$ cat config.mk
export PLATFORM = sky130hd
export DESIGN_NAME = text_cursor_glyph_command_gen
export DESIGN_NICKNAME = d
export VERILOG_FILES = /design/src/tcg_pkg.sv /design/src/tcg_cursor.sv /design/src/tcg_out_reg.sv /design/src/text_cursor_glyph_command_gen.sv
export SDC_FILE = /design/constraint.sdc
export NUM_CORES = 1
export LEC_CHECK = 0
export BUFFER_PORTS_ARGS = -buffer_cell sky130_fd_sc_hd__buf_2
export CORE_UTILIZATION = 58
export DETAILED_ROUTE_END_ITERATION = 7
export PLACE_DENSITY = 0.93
export SLEW_MARGIN = 15
export SYNTH_ARGS = -nofsm -noshare
export SYNTH_HDL_FRONTEND = slang
export SYNTH_SLANG_ARGS = --single-unit
$ cat constraint.sdc
create_clock -name clk -period 8.9 [get_ports clk]
set_input_delay 1.335 -clock clk [delete_from_list [all_inputs] [get_ports clk]]
set_output_delay 1.335 -clock clk [all_outputs]
set_load 0.01 [all_outputs]
$ cat src/tcg_pkg.sv
// Package for the text cursor glyph command generator.
// Holds the word layouts, character and function codes and fixed cell geometry.
// No dependencies.
package tcg_pkg;

	// fixed glyph cell edge in pixels
	localparam int unsigned CELL = 8;
	// right limit of the cursor x register
	localparam logic [11:0] X_MAX = 12'hFFF;

	// function codes carried in s_tuser
	localparam logic [1:0] FN_CHAR    = 2'd0;
	localparam logic [1:0] FN_SET_POS = 2'd1;
	localparam logic [1:0] FN_BEGIN   = 2'd2;

	// control characters
	localparam logic [7:0] CH_NUL = 8'h00;
	localparam logic [7:0] CH_TAB = 8'h09;
	localparam logic [7:0] CH_LF  = 8'h0A;
	localparam logic [7:0] CH_CR  = 8'h0D;

	// bus widths
	localparam int unsigned IN_W   = 24;
	localparam int unsigned USER_W = 2;
	localparam int unsigned OUT_W  = 80;

	// one input word after unpacking
	typedef struct packed {
		logic [1:0]        func;
		logic [7:0]        char_code;
		logic signed [7:0] grid_x;
		logic signed [7:0] grid_y;
	} in_item_t;

	// one textured rectangle command
	typedef struct packed {
		logic [1:0]  palette_index;
		logic        palette_load;
		logic [12:0] tex_t;
		logic [8:0]  tex_s;
		logic [9:0]  rect_lry;
		logic [14:0] rect_lrx;
		logic [9:0]  rect_uly;
		logic [13:0] rect_ulx;
	} glyph_cmd_t;

endpackage

$ cat src/tcg_cursor.sv
// Cursor and palette cache state with the per-word command logic.
// Depends on tcg_pkg for codes, cell size and the item/command structs.
module tcg_cursor #(
	parameter int unsigned SCREEN_W  = 320,
	parameter int unsigned SCREEN_H  = 240,
	parameter int unsigned TAB_CELLS = 8
) (
	input  logic               clk,
	input  logic               arst_n,
	input  logic               step,
	input  tcg_pkg::in_item_t  item,
	output logic               emit,
	output tcg_pkg::glyph_cmd_t cmd
);
	import tcg_pkg::*;

	// tab stop spacing in pixels and the width of the phase within one stop
	localparam int unsigned STOP = TAB_CELLS * CELL;
	localparam int unsigned PW   = $clog2(STOP);
	localparam int unsigned PW1  = PW + 1;

	localparam logic [12:0]   W_PIX    = 13'(SCREEN_W);
	localparam logic [12:0]   W_CELLS  = 13'(SCREEN_W / CELL);
	localparam logic [11:0]   X_EDGE   = 12'(SCREEN_W - CELL);
	localparam logic [PW-1:0] PH_EDGE  = PW'((SCREEN_W - CELL) % STOP);
	localparam logic [PW-1:0] PH_SAT   = PW'(4095 % STOP);
	localparam logic [PW1-1:0] STOP_V  = PW1'(STOP);
	localparam logic [8:0]    H_PIX    = 9'(SCREEN_H);
	localparam logic [8:0]    H_CELLS  = 9'(SCREEN_H / CELL);
	localparam logic [7:0]    Y_EDGE   = 8'(SCREEN_H - CELL);

	logic [11:0]   x_q;
	logic [PW-1:0] ph_q;
	logic [7:0]    y_q;
	logic [1:0]    pal_q;
	logic          pal_valid_q;

	logic [11:0]   x_d;
	logic [PW-1:0] ph_d;
	logic [7:0]    y_d;
	logic [1:0]    pal_d;
	logic          pal_valid_d;

	logic [12:0]   x_adv;
	logic [PW1-1:0] ph_adv;
	logic [12:0]   tab_target;
	logic [8:0]    y_adv;
	logic [7:0]    y_lf;
	logic [6:0]    gx_mod;
	logic [1:0]    idx;

	// remainder of a column count by the tab spacing, one conditional subtract per bit
	function automatic logic [6:0] cell_mod(input logic [6:0] v);
		logic [6:0]  r;
		logic [13:0] sub;
		r = v;
		for (int k = 6; k >= 0; k--) begin
			sub = 14'(TAB_CELLS) << k;
			if ({7'd0, r} >= sub) begin
				r = r - sub[6:0];
			end
		end
		return r;
	endfunction

	// shared arithmetic for the step
	always_comb begin
		x_adv      = {1'b0, x_q} + 13'(CELL);
		ph_adv     = {1'b0, ph_q} + PW1'(CELL);
		tab_target = {1'b0, x_q} - 13'(ph_q) + 13'(STOP);
		y_adv      = {1'b0, y_q} + 9'(CELL);
		y_lf       = (y_adv >= H_PIX) ? 8'd0 : y_adv[7:0];
		gx_mod     = cell_mod(item.grid_x[6:0]);
		idx        = item.char_code[1:0];
	end

	// command fields come from the cursor before it moves
	always_comb begin
		cmd.rect_ulx      = {x_q, 2'b00};
		cmd.rect_uly      = {y_q, 2'b00};
		cmd.rect_lrx      = 15'({x_adv, 2'b00});
		cmd.rect_lry      = 10'({y_adv, 2'b00});
		cmd.tex_s         = {item.char_code[2], 8'd0};
		cmd.tex_t         = {item.char_code[7:3], 8'd0};
		cmd.palette_load  = !pal_valid_q || (pal_q != idx);
		cmd.palette_index = idx;
	end

	// decode the word and compute next state
	always_comb begin
		x_d         = x_q;
		ph_d        = ph_q;
		y_d         = y_q;
		pal_d       = pal_q;
		pal_valid_d = pal_valid_q;
		emit        = 1'b0;
		case (item.func)
			FN_SET_POS: begin
				// clamp column: negative to zero, past the edge to the last cell
				if (item.grid_x[7]) begin
					x_d  = 12'd0;
					ph_d = '0;
				end else if ({5'd0, item.grid_x} >= W_CELLS) begin
					x_d  = X_EDGE;
					ph_d = PH_EDGE;
				end else begin
					x_d  = {2'b00, item.grid_x[6:0], 3'b000};
					ph_d = PW'({gx_mod, 3'b000});
				end
				// clamp row the same way
				if (item.grid_y[7]) begin
					y_d = 8'd0;
				end else if ({1'b0, item.grid_y} >= H_CELLS) begin
					y_d = Y_EDGE;
				end else begin
					y_d = {item.grid_y[4:0], 3'b000};
				end
			end
			FN_BEGIN: begin
				pal_valid_d = 1'b0;
			end
			FN_CHAR: begin
				if (item.char_code == CH_TAB) begin
					x_d  = 12'd0;
					ph_d = '0;
					if (tab_target >= W_PIX) begin
						y_d = y_lf;
					end else begin
						x_d = tab_target[11:0];
					end
				end else if (item.char_code == CH_LF || item.char_code == CH_CR) begin
					x_d  = 12'd0;
					ph_d = '0;
					y_d  = y_lf;
				end else if (item.char_code != CH_NUL) begin
					emit        = 1'b1;
					pal_d       = idx;
					pal_valid_d = 1'b1;
					// advance one cell, saturate at the right limit
					if (x_adv > {1'b0, X_MAX}) begin
						x_d  = X_MAX;
						ph_d = PH_SAT;
					end else begin
						x_d  = x_adv[11:0];
						ph_d = (ph_adv >= STOP_V) ? PW'(ph_adv - STOP_V) : ph_adv[PW-1:0];
					end
				end
			end
			default: begin
			end
		endcase
	end

	// state registers, updated once per processed word
	always_ff @(posedge clk or negedge arst_n) begin
		if (!arst_n) begin
			x_q         <= '0;
			ph_q        <= '0;
			y_q         <= '0;
			pal_q       <= '0;
			pal_valid_q <= 1'b0;
		end else if (step) begin
			x_q         <= x_d;
			ph_q        <= ph_d;
			y_q         <= y_d;
			pal_q       <= pal_d;
			pal_valid_q <= pal_valid_d;
		end
	end

endmodule

$ cat src/tcg_out_reg.sv
// Output register for glyph commands: holds a word until the master side takes it.
// Depends on tcg_pkg for the command struct and bus width.
module tcg_out_reg (
	input  logic                       clk,
	input  logic                       arst_n,
	input  logic                       load,
	input  tcg_pkg::glyph_cmd_t        cmd,
	input  logic                       ready,
	output logic                       valid,
	output logic [tcg_pkg::OUT_W-1:0]  data
);
	import tcg_pkg::*;

	logic       valid_q;
	glyph_cmd_t cmd_q;

	// valid: set on load, drop once taken
	always_ff @(posedge clk or negedge arst_n) begin
		if (!arst_n) begin
			valid_q <= 1'b0;
		end else if (load) begin
			valid_q <= 1'b1;
		end else if (ready) begin
			valid_q <= 1'b0;
		end
	end

	// payload, no reset
	always_ff @(posedge clk) begin
		if (load) begin
			cmd_q <= cmd;
		end
	end

	assign valid = valid_q;
	assign data  = {(OUT_W - $bits(glyph_cmd_t))'(0), cmd_q};

endmodule

$ cat src/text_cursor_glyph_command_gen.sv
// Top level of the text cursor glyph command generator.
// Depends on tcg_pkg, tcg_cursor and tcg_out_reg.
//
//  channel | dir | fields (low bit up)
//  s_*     | in  | tdata: char_code, grid_x, grid_y; tuser: func
//  m_*     | out | tdata: rect_ulx, rect_uly, rect_lrx, rect_lry, tex_s, tex_t,
//          |     |        palette_load, palette_index, zero pad
//
// One word per cycle while the output is not stalled. A word is taken into the
// input register, decoded by the cursor logic once the output register is free
// and, if it draws a glyph, lands in the output register. The cursor and palette
// registers update when the word is decoded, which sets the rate.
// Reset clears the cursor to the top left and invalidates the palette cache.
// A stalled output holds a full input register and drops s_tready; an empty
// input register still takes one word.
module text_cursor_glyph_command_gen #(
	parameter int unsigned SCREEN_W  = 320,
	parameter int unsigned SCREEN_H  = 240,
	parameter int unsigned TAB_CELLS = 8
) (
	input  logic                        clk,
	input  logic                        arst_n,
	input  logic                        s_tvalid,
	output logic                        s_tready,
	input  logic [tcg_pkg::IN_W-1:0]    s_tdata,   // char_code, grid_x, grid_y
	input  logic [tcg_pkg::USER_W-1:0]  s_tuser,   // func
	output logic                        m_tvalid,
	input  logic                        m_tready,
	// rect_ulx, rect_uly, rect_lrx, rect_lry, tex_s, tex_t, palette_load,
	// palette_index, zero pad
	output logic [tcg_pkg::OUT_W-1:0]   m_tdata
);
	import tcg_pkg::*;

	logic       valid_s1;
	in_item_t   item_s1;
	logic       advance;
	logic       step;
	logic       emit;
	glyph_cmd_t cmd;

	// decode may run when the output register is free or being emptied
	assign advance  = !m_tvalid || m_tready;
	assign step     = valid_s1 && advance;
	assign s_tready = !valid_s1 || advance;

	// input register
	always_ff @(posedge clk or negedge arst_n) begin
		if (!arst_n) begin
			valid_s1 <= 1'b0;
		end else if (s_tready) begin
			valid_s1 <= s_tvalid;
		end
	end

	always_ff @(posedge clk) begin
		if (s_tvalid && s_tready) begin
			item_s1.func      <= s_tuser;
			item_s1.char_code <= s_tdata[7:0];
			item_s1.grid_x    <= s_tdata[15:8];
			item_s1.grid_y    <= s_tdata[23:16];
		end
	end

	tcg_cursor #(
		.SCREEN_W  (SCREEN_W),
		.SCREEN_H  (SCREEN_H),
		.TAB_CELLS (TAB_CELLS)
	) u_cursor (
		.clk    (clk),
		.arst_n (arst_n),
		.step   (step),
		.item   (item_s1),
		.emit   (emit),
		.cmd    (cmd)
	);

	tcg_out_reg u_out (
		.clk    (clk),
		.arst_n (arst_n),
		.load   (step && emit),
		.cmd    (cmd),
		.ready  (m_tready),
		.valid  (m_tvalid),
		.data   (m_tdata)
	);

endmodule

==> flow_metrics.env, run 1 <==
export IMPL_status="complete, no violations"
export IMPL_clock_sinks=93
export IMPL_required_ns=9.16
export IMPL_port_buffer_count=75
export IMPL_path_clk_slew_ns=0.09
export IMPL_place_hpwl_um=6700
export IMPL_yosysTopAreaCellShare=0.419
export IMPL_grtUsageTotal=0.229
export IMPL_finalCriticalPeriod_ns=3.57
export IMPL_syn_avg_cell_area_um2=11.7
export IMPL_cts_path_max_buffers=2
export IMPL_relSlewSlack=0.491
export IMPL_root_buffer="clkbuf_8"
export IMPL_seq_area_frac_synth=0.555
export IMPL_cp_startpoint="u_cursor.ph_q[1]"
export IMPL_hold_viol_final=0
export IMPL_final_layout_size_suffix_gt1_frac=0.225
export IMPL_routed_wl_um=9220
export IMPL_power_leakage_uw=0.00228
export IMPL_dieArea_mm2=0.00864
export IMPL_core_area_mm2=0.00785
export IMPL_synth_edf_count=67
export IMPL_grt_start_max_net_pins=37
export IMPL_hold_path_startpoint="item_s1[20]"
export IMPL_htree_levels=3
export IMPL_grt_overflow=0
export IMPL_fin_crit_sh=0.401
export IMPL_ys_seq_elements=93
export IMPL_worstSetupEndpointType="flip-flop"
export IMPL_io_pins=112
export IMPL_post_route_util=0.681
export IMPL_slew_violations=0
export IMPL_hold_class="reg2reg"
export IMPL_globalplace_congestion=0.949
export IMPL_ant_nets=0
export IMPL_n_antenna_cell=0
export IMPL_yosysTopAreaCell="edfxtp_1"
export IMPL_start_kind="flip-flop"
export IMPL_fill_cells=567
export IMPL_syn_area_mm2=0.00480
export IMPL_synth_cells=410
export IMPL_cts_resized=0
export IMPL_fmax_mhz=280
export IMPL_worst_slew_pin_slew_ns=0.756
export IMPL_finalPower_uw=1090
export IMPL_rsz0062_at_grt="no"
export IMPL_cts_setup_buffers=0
export IMPL_drtIter0Drc=223
export IMPL_peakVddDrop_mv=0.102
export IMPL_fin_hold_ws_ns=0.459
export IMPL_antenna_found_initial=0
export IMPL_synth_most_common_cell="edfxtp_1"
export IMPL_cp_max_fo=7
export IMPL_ys_warn_count=0
export IMPL_row_count=32
export IMPL_drc_errors=0
export IMPL_async_reset_ff_frac=0.280
export IMPL_cap_violations=0
export IMPL_post_drt_wl_per_cell_um=15.5
export IMPL_die_h_um=93.0
export IMPL_ys_flop_type="edfxtp_1"
export IMPL_setup_violations_final=0
export IMPL_r2r_start="u_cursor.ph_q[1]"
export IMPL_crit_type="reg2reg"
export IMPL_grt_pass1_wl_um=14900
export IMPL_fin_tns_setup_ns=0
export IMPL_vias=3343
export IMPL_cts_tree="built"
export IMPL_start_util=0.611
export IMPL_die_width_um=93.0
export IMPL_layout_nets=544
export IMPL_vias_per_cell=5.62
export IMPL_cts_made_buffers=9
export IMPL_synth_cell_type_count=59
export IMPL_cts_hold_buf=0
export IMPL_synth_commonest_cells="edfxtp_1 (67), buf_4 (39), inv_1 (29)"
export IMPL_power_density_mw_per_mm2=203
export IMPL_arrival_ns=3.83
export IMPL_area_growth_pct=11.3
export IMPL_grt_pass1_vias=3107
export IMPL_preCtsSetupSlack_ns=5.11
export IMPL_fin_skew_ns=0.00671
export IMPL_first_pass_iters=5
export IMPL_synth_area_top_cells="edfxtp_1 (42%), dfrtp_1 (14%), ha_1 (6.5%)"
export IMPL_clk_latency_ns=0.37
export IMPL_worst_slack_ns=5.33
## registers in the layout (all words and copies together) (netlist names)
name	flops
u_out.data	41
item_s1	26
u_cursor.x_q	12
u_cursor.y_q	5
u_cursor.ph_q	4
u_cursor.pal_q	2
u_cursor.pal_valid_q	1
u_out.valid	1
valid_s1	1
## through the flow
stage	cells	cell area, µm²
after floorplan	445	4930
after global placement	578	5120
after detailed placement	578	5120
after CTS	594	5310
after global routing	595	5340
final	595	5340
## power by group
part,total (µW),internal [µW],switching (µW)
Clock,271,114,157
Combinational,273,111,162
Sequential,543,506,37.1
Total,1090,730,356
## cell type report
cell class | count | area, µm² | area share
flip-flops and latches | 93 | 2660 | 0.498
multi-input cells | 276 | 1820 | 0.342
repair buffers | 79 | 425 | 0.0796
clock buffers | 10 | 138 | 0.0258
well taps | 102 | 128 | 0.0239
inverters | 29 | 109 | 0.0204
clock inverters | 6 | 55.1 | 0.0103
## worst paths after layout
| kind | end | slack, ns | cells past startpoint |
|---|---|---|---|
| min reg2reg | u_out.data[67] | 0.46 | 0 |
| max in group asynchronous | u_cursor.ph_q[4] | 7.53 | 1 |
| max reg2reg | u_cursor.y_q[3] | 5.33 | 11 |
| min in group asynchronous | u_cursor.x_q[9] | 0.97 | 1 |
| max | u_cursor.y_q[3] | 5.33 | 11 |
| min | u_out.data[67] | 0.46 | 0 |
## cell families after synthesis
| logic type | count (synthesis) | share of synthesized area |
|---|---|---|
| simple gates | 104 | 0.110 |
| flops | 93 | 0.555 |
| compound gates | 85 | 0.125 |
| buf+inv | 76 | 0.0923 |
| fa+ha+maj | 26 | 0.0694 |
| xor+xnor | 20 | 0.0365 |
| mux | 5 | 0.0117 |
| other cells | 1 | 0.000782 |
## routing by layer
layer  up-vias  GRT usage  routed length (µm)
li1       1579          -                   -
met5         -          0                   0
met2       146      0.381                4730
met4         0     0.0846                 166
met1      1601      0.292                3720
met3        17     0.0550                 600
## worst max-delay path: stages (launching register included)
cell and delay [ns]:
dfrtp_1 0.40, inv_1 0.08, ha_1 0.28, ha_1 0.23, fa_1 0.42, a21o_1 0.23, a221oi_2 0.35, xnor2_1 0.20
nand2_1 0.11, a211o_4 0.40, o31ai_4 0.38, mux2_2 0.38
## placed cells by master, fill, tap and decap left out, drive strengths merged, types with 5 or more instances in the layout
cell    instances
xnor2          13
xor2            7
nor2           21
nand2          28
buf            79
clkbuf         10
inv            32
dfrtp          26
mux2            5
edfxtp         67
and3            5
conb           36
ha             25
nand3          17
o31ai           6
nand4           6
a21oi          14
o21ai          27
Power figures use the tool's default switching activity.
==> run 2, diff against run 1 <==
--- a/config.mk
+++ b/config.mk
@@ -6,9 +6,9 @@
 export NUM_CORES = 1
 export LEC_CHECK = 0
 export BUFFER_PORTS_ARGS = -buffer_cell sky130_fd_sc_hd__buf_2
-export CORE_UTILIZATION = 58
+export CORE_UTILIZATION = 54
 export DETAILED_ROUTE_END_ITERATION = 7
-export PLACE_DENSITY = 0.93
+export PLACE_DENSITY = 0.88
 export SLEW_MARGIN = 15
 export SYNTH_ARGS = -nofsm -noshare
 export SYNTH_HDL_FRONTEND = slang
==> constraint.sdc (replaced) <==
create_clock -name clk -period 3.3 [get_ports clk]
set_input_delay 0.495 -clock clk [delete_from_list [all_inputs] [get_ports clk]]
set_output_delay 0.495 -clock clk [all_outputs]
set_load 0.01 [all_outputs]
==> run 2 against run 1 <==
Fmax grew 9.2%. Non-clock buffer count grew 17. Global-route usage shrank 0.50 points. Sequential share of layout area shrank 2.0 points. Cell count grew 3.9%. Largest cell class unchanged. Largest power group unchanged. Die area grew 7.2%. Combinational power grew to 3.2 times the previous value. Hold slack lost 0.34 ns. Core utilization shrank 3.9 points. Clock-buffer cell count shrank 1. Clock skew grew 0.0075 ns.
==> flow_metrics.env, run 2 (synthesis results as in run 1) <==
export IMPL_r2r_end="u_cursor.y_q[6]"
export IMPL_critPathCapture="u_cursor.y_q[6]"
export IMPL_layout_nets=561
export IMPL_final_layout_size_suffix_gt1_frac=0.271
export IMPL_preCtsSetupSlack_ns=-0.0858
export IMPL_arrival_ns=3.53
export IMPL_place_hpwl_um=7210
export IMPL_ant_nets=0
export IMPL_worst_slack_ns=0.0341
export IMPL_hold_class="in2async"
export IMPL_critPathMaxStageDelay_ns=0.42
export IMPL_rrSetupSlack_ns=0.03
export IMPL_relSlewSlack=0.444
export IMPL_fill_cells=641
export IMPL_vias_per_cell=5.64
export IMPL_routed_wl_um=10200
export IMPL_most_common_layout_cells="buf_2 (75), edfxtp_1 (67), conb_1 (36)"
export IMPL_drtIter0Drc=202
export IMPL_start_util=0.553
export IMPL_start_kind="flip-flop"
export IMPL_crit_type="reg2reg"
export IMPL_grt_pass1_vias=3252
export IMPL_worst_slew_pin_slew_ns=0.834
export IMPL_cp_depth=12
export IMPL_status="complete, no violations"
export IMPL_peakVddDrop_mv=0.252
export IMPL_clock_sinks=93
export IMPL_cap_violations=0
export IMPL_cp_max_fo=5
export IMPL_finalCriticalPeriod_ns=3.27
export IMPL_htree_levels=3
export IMPL_dieArea_mm2=0.00927
export IMPL_antenna_found_initial=0
export IMPL_path_cells="inv_2 -> ha_4 -> ha_4 -> fa_2 -> a21o_1 -> a221oi_4 -> xnor2_1 -> nand2_1 -> a211o_4 -> o31ai_4 -> buf_6 -> mux2_2"
export IMPL_die_h_um=96.3
export IMPL_power_density_mw_per_mm2=548
export IMPL_n_antenna_cell=0
export IMPL_vias=3487
export IMPL_r2r_start="u_cursor.ph_q[1]"
export IMPL_first_pass_iters=7
export IMPL_drc_errors=0
export IMPL_reg2reg_depth=12
export IMPL_fin_skew_ns=0.0142
export IMPL_required_ns=3.57
export IMPL_hold_viol_final=0
export IMPL_io_pins=112
export IMPL_fin_crit_sh=0.990
export IMPL_root_buffer="clkbuf_8"
export IMPL_grt_pass1_wl_um=15500
export IMPL_cp_slowest_cell="dfrtp_1"
export IMPL_largest_reg_flops=41
export IMPL_area_growth_pct=16.0
export IMPL_fin_tns_setup_ns=0
export IMPL_path_delay_family="compound AO/OA/AOI/OAI gates"
export IMPL_worst_path_buf_inv=2
export IMPL_setup_violations_final=0
export IMPL_cts_made_buffers=9
export IMPL_worstSetupEndpointType="flip-flop"
export IMPL_path_common_cell="ha_4"
export IMPL_slew_violations=0
export IMPL_grtUsageTotal=0.224
export IMPL_globalplace_congestion=0.941
export IMPL_final_common_cell="buf_2"
export IMPL_clk_latency_ns=0.38
export IMPL_path_clk_slew_ns=0.11
export IMPL_cts_path_max_buffers=2
export IMPL_port_buffer_count=75
export IMPL_row_count=34
export IMPL_cts_tree="built"
export IMPL_cp_startpoint="u_cursor.ph_q[1]"
export IMPL_core_area_mm2=0.00868
export IMPL_cts_hold_buf=0
export IMPL_grt_overflow=0
export IMPL_post_drt_wl_per_cell_um=16.4
export IMPL_grt_start_max_net_pins=44
export IMPL_die_width_um=96.3
export IMPL_fmax_mhz=306
export IMPL_power_leakage_uw=0.00238
run 2: cell types whose count changed in the layout (fill, tap and decap cells not counted), sizes merged:
cell    previous run  this run
clkinv             2         3
buf               79        96
clkbuf            10         9
run 2: worst min-delay path by stage:
stage / start / endpoint / slack (ns)
after floorplan: arst_n / u_cursor.pal_q[0] / 0.20
after global placement: item_s1[21] / u_out.data[68] / 0.43
after detailed placement: item_s1[20] / u_out.data[67] / 0.43
after CTS: arst_n / u_cursor.y_q[6] / 0.13
after global routing: arst_n / u_cursor.y_q[6] / 0.16
final: arst_n / u_cursor.y_q[6] / 0.12
run 2: timing repair:
| action | 4_1_cts | 5_1_grt |
|---|---|---|
| resized for setup | 1 | 18 |
| pin swaps | 4 | 7 |
| buffers inserted | 2 | 3 |
| endpoints found under the setup margin | 8 | 13 |
run 2: per-stage QoR:
stage	utilization	power, µW	instance area [µm²]	std cells	hold WS, ns
floorplan	-	2060	4930	445	0.199
global placement	0.604	2210	5240	597	0.431
detailed placement	0.604	2230	5240	597	0.435
CTS	0.630	3000	5460	615	0.134
global route	0.641	3180	5560	618	0.159
finish	0.641	3050	5560	618	0.116
run 2: area by class of cell:
type                       count  area [µm²]  share of cell area
clock inverter                 7        75.1              0.0135
multi-input combinational    276        1910               0.342
timing repair buffer          96         553              0.0994
sequential                    93        2660               0.479
inverter                      29         109              0.0196
clock buffer                   9         124              0.0223
tap                          108         135              0.0243
run 2: layer usage:
| metal | vias up | wire length, µm | global-route usage |
|---|---|---|---|
| met5 | - | 0 | 0 |
| met4 | 0 | 367 | 0.109 |
| met3 | 40 | 772 | 0.0498 |
| met2 | 180 | 5070 | 0.379 |
| met1 | 1652 | 3940 | 0.270 |
| li1 | 1615 | - | - |
run 2: worst reg2reg max path, stage by stage (launching register included):
cell,delay (ns)
dfrtp_1,0.42
inv_2,0.09
ha_4,0.20
ha_4,0.17
fa_2,0.36
a21o_1,0.21
a221oi_4,0.31
xnor2_1,0.19
nand2_1,0.10
a211o_4,0.36
o31ai_4,0.25
buf_6,0.16
mux2_2,0.35
run 2: where the power goes:
| group | internal [µW] | switching, µW |
|---|---|---|
| sequential | 1360 | 71.1 |
| combinational | 362 | 503 |
| clock | 298 | 448 |
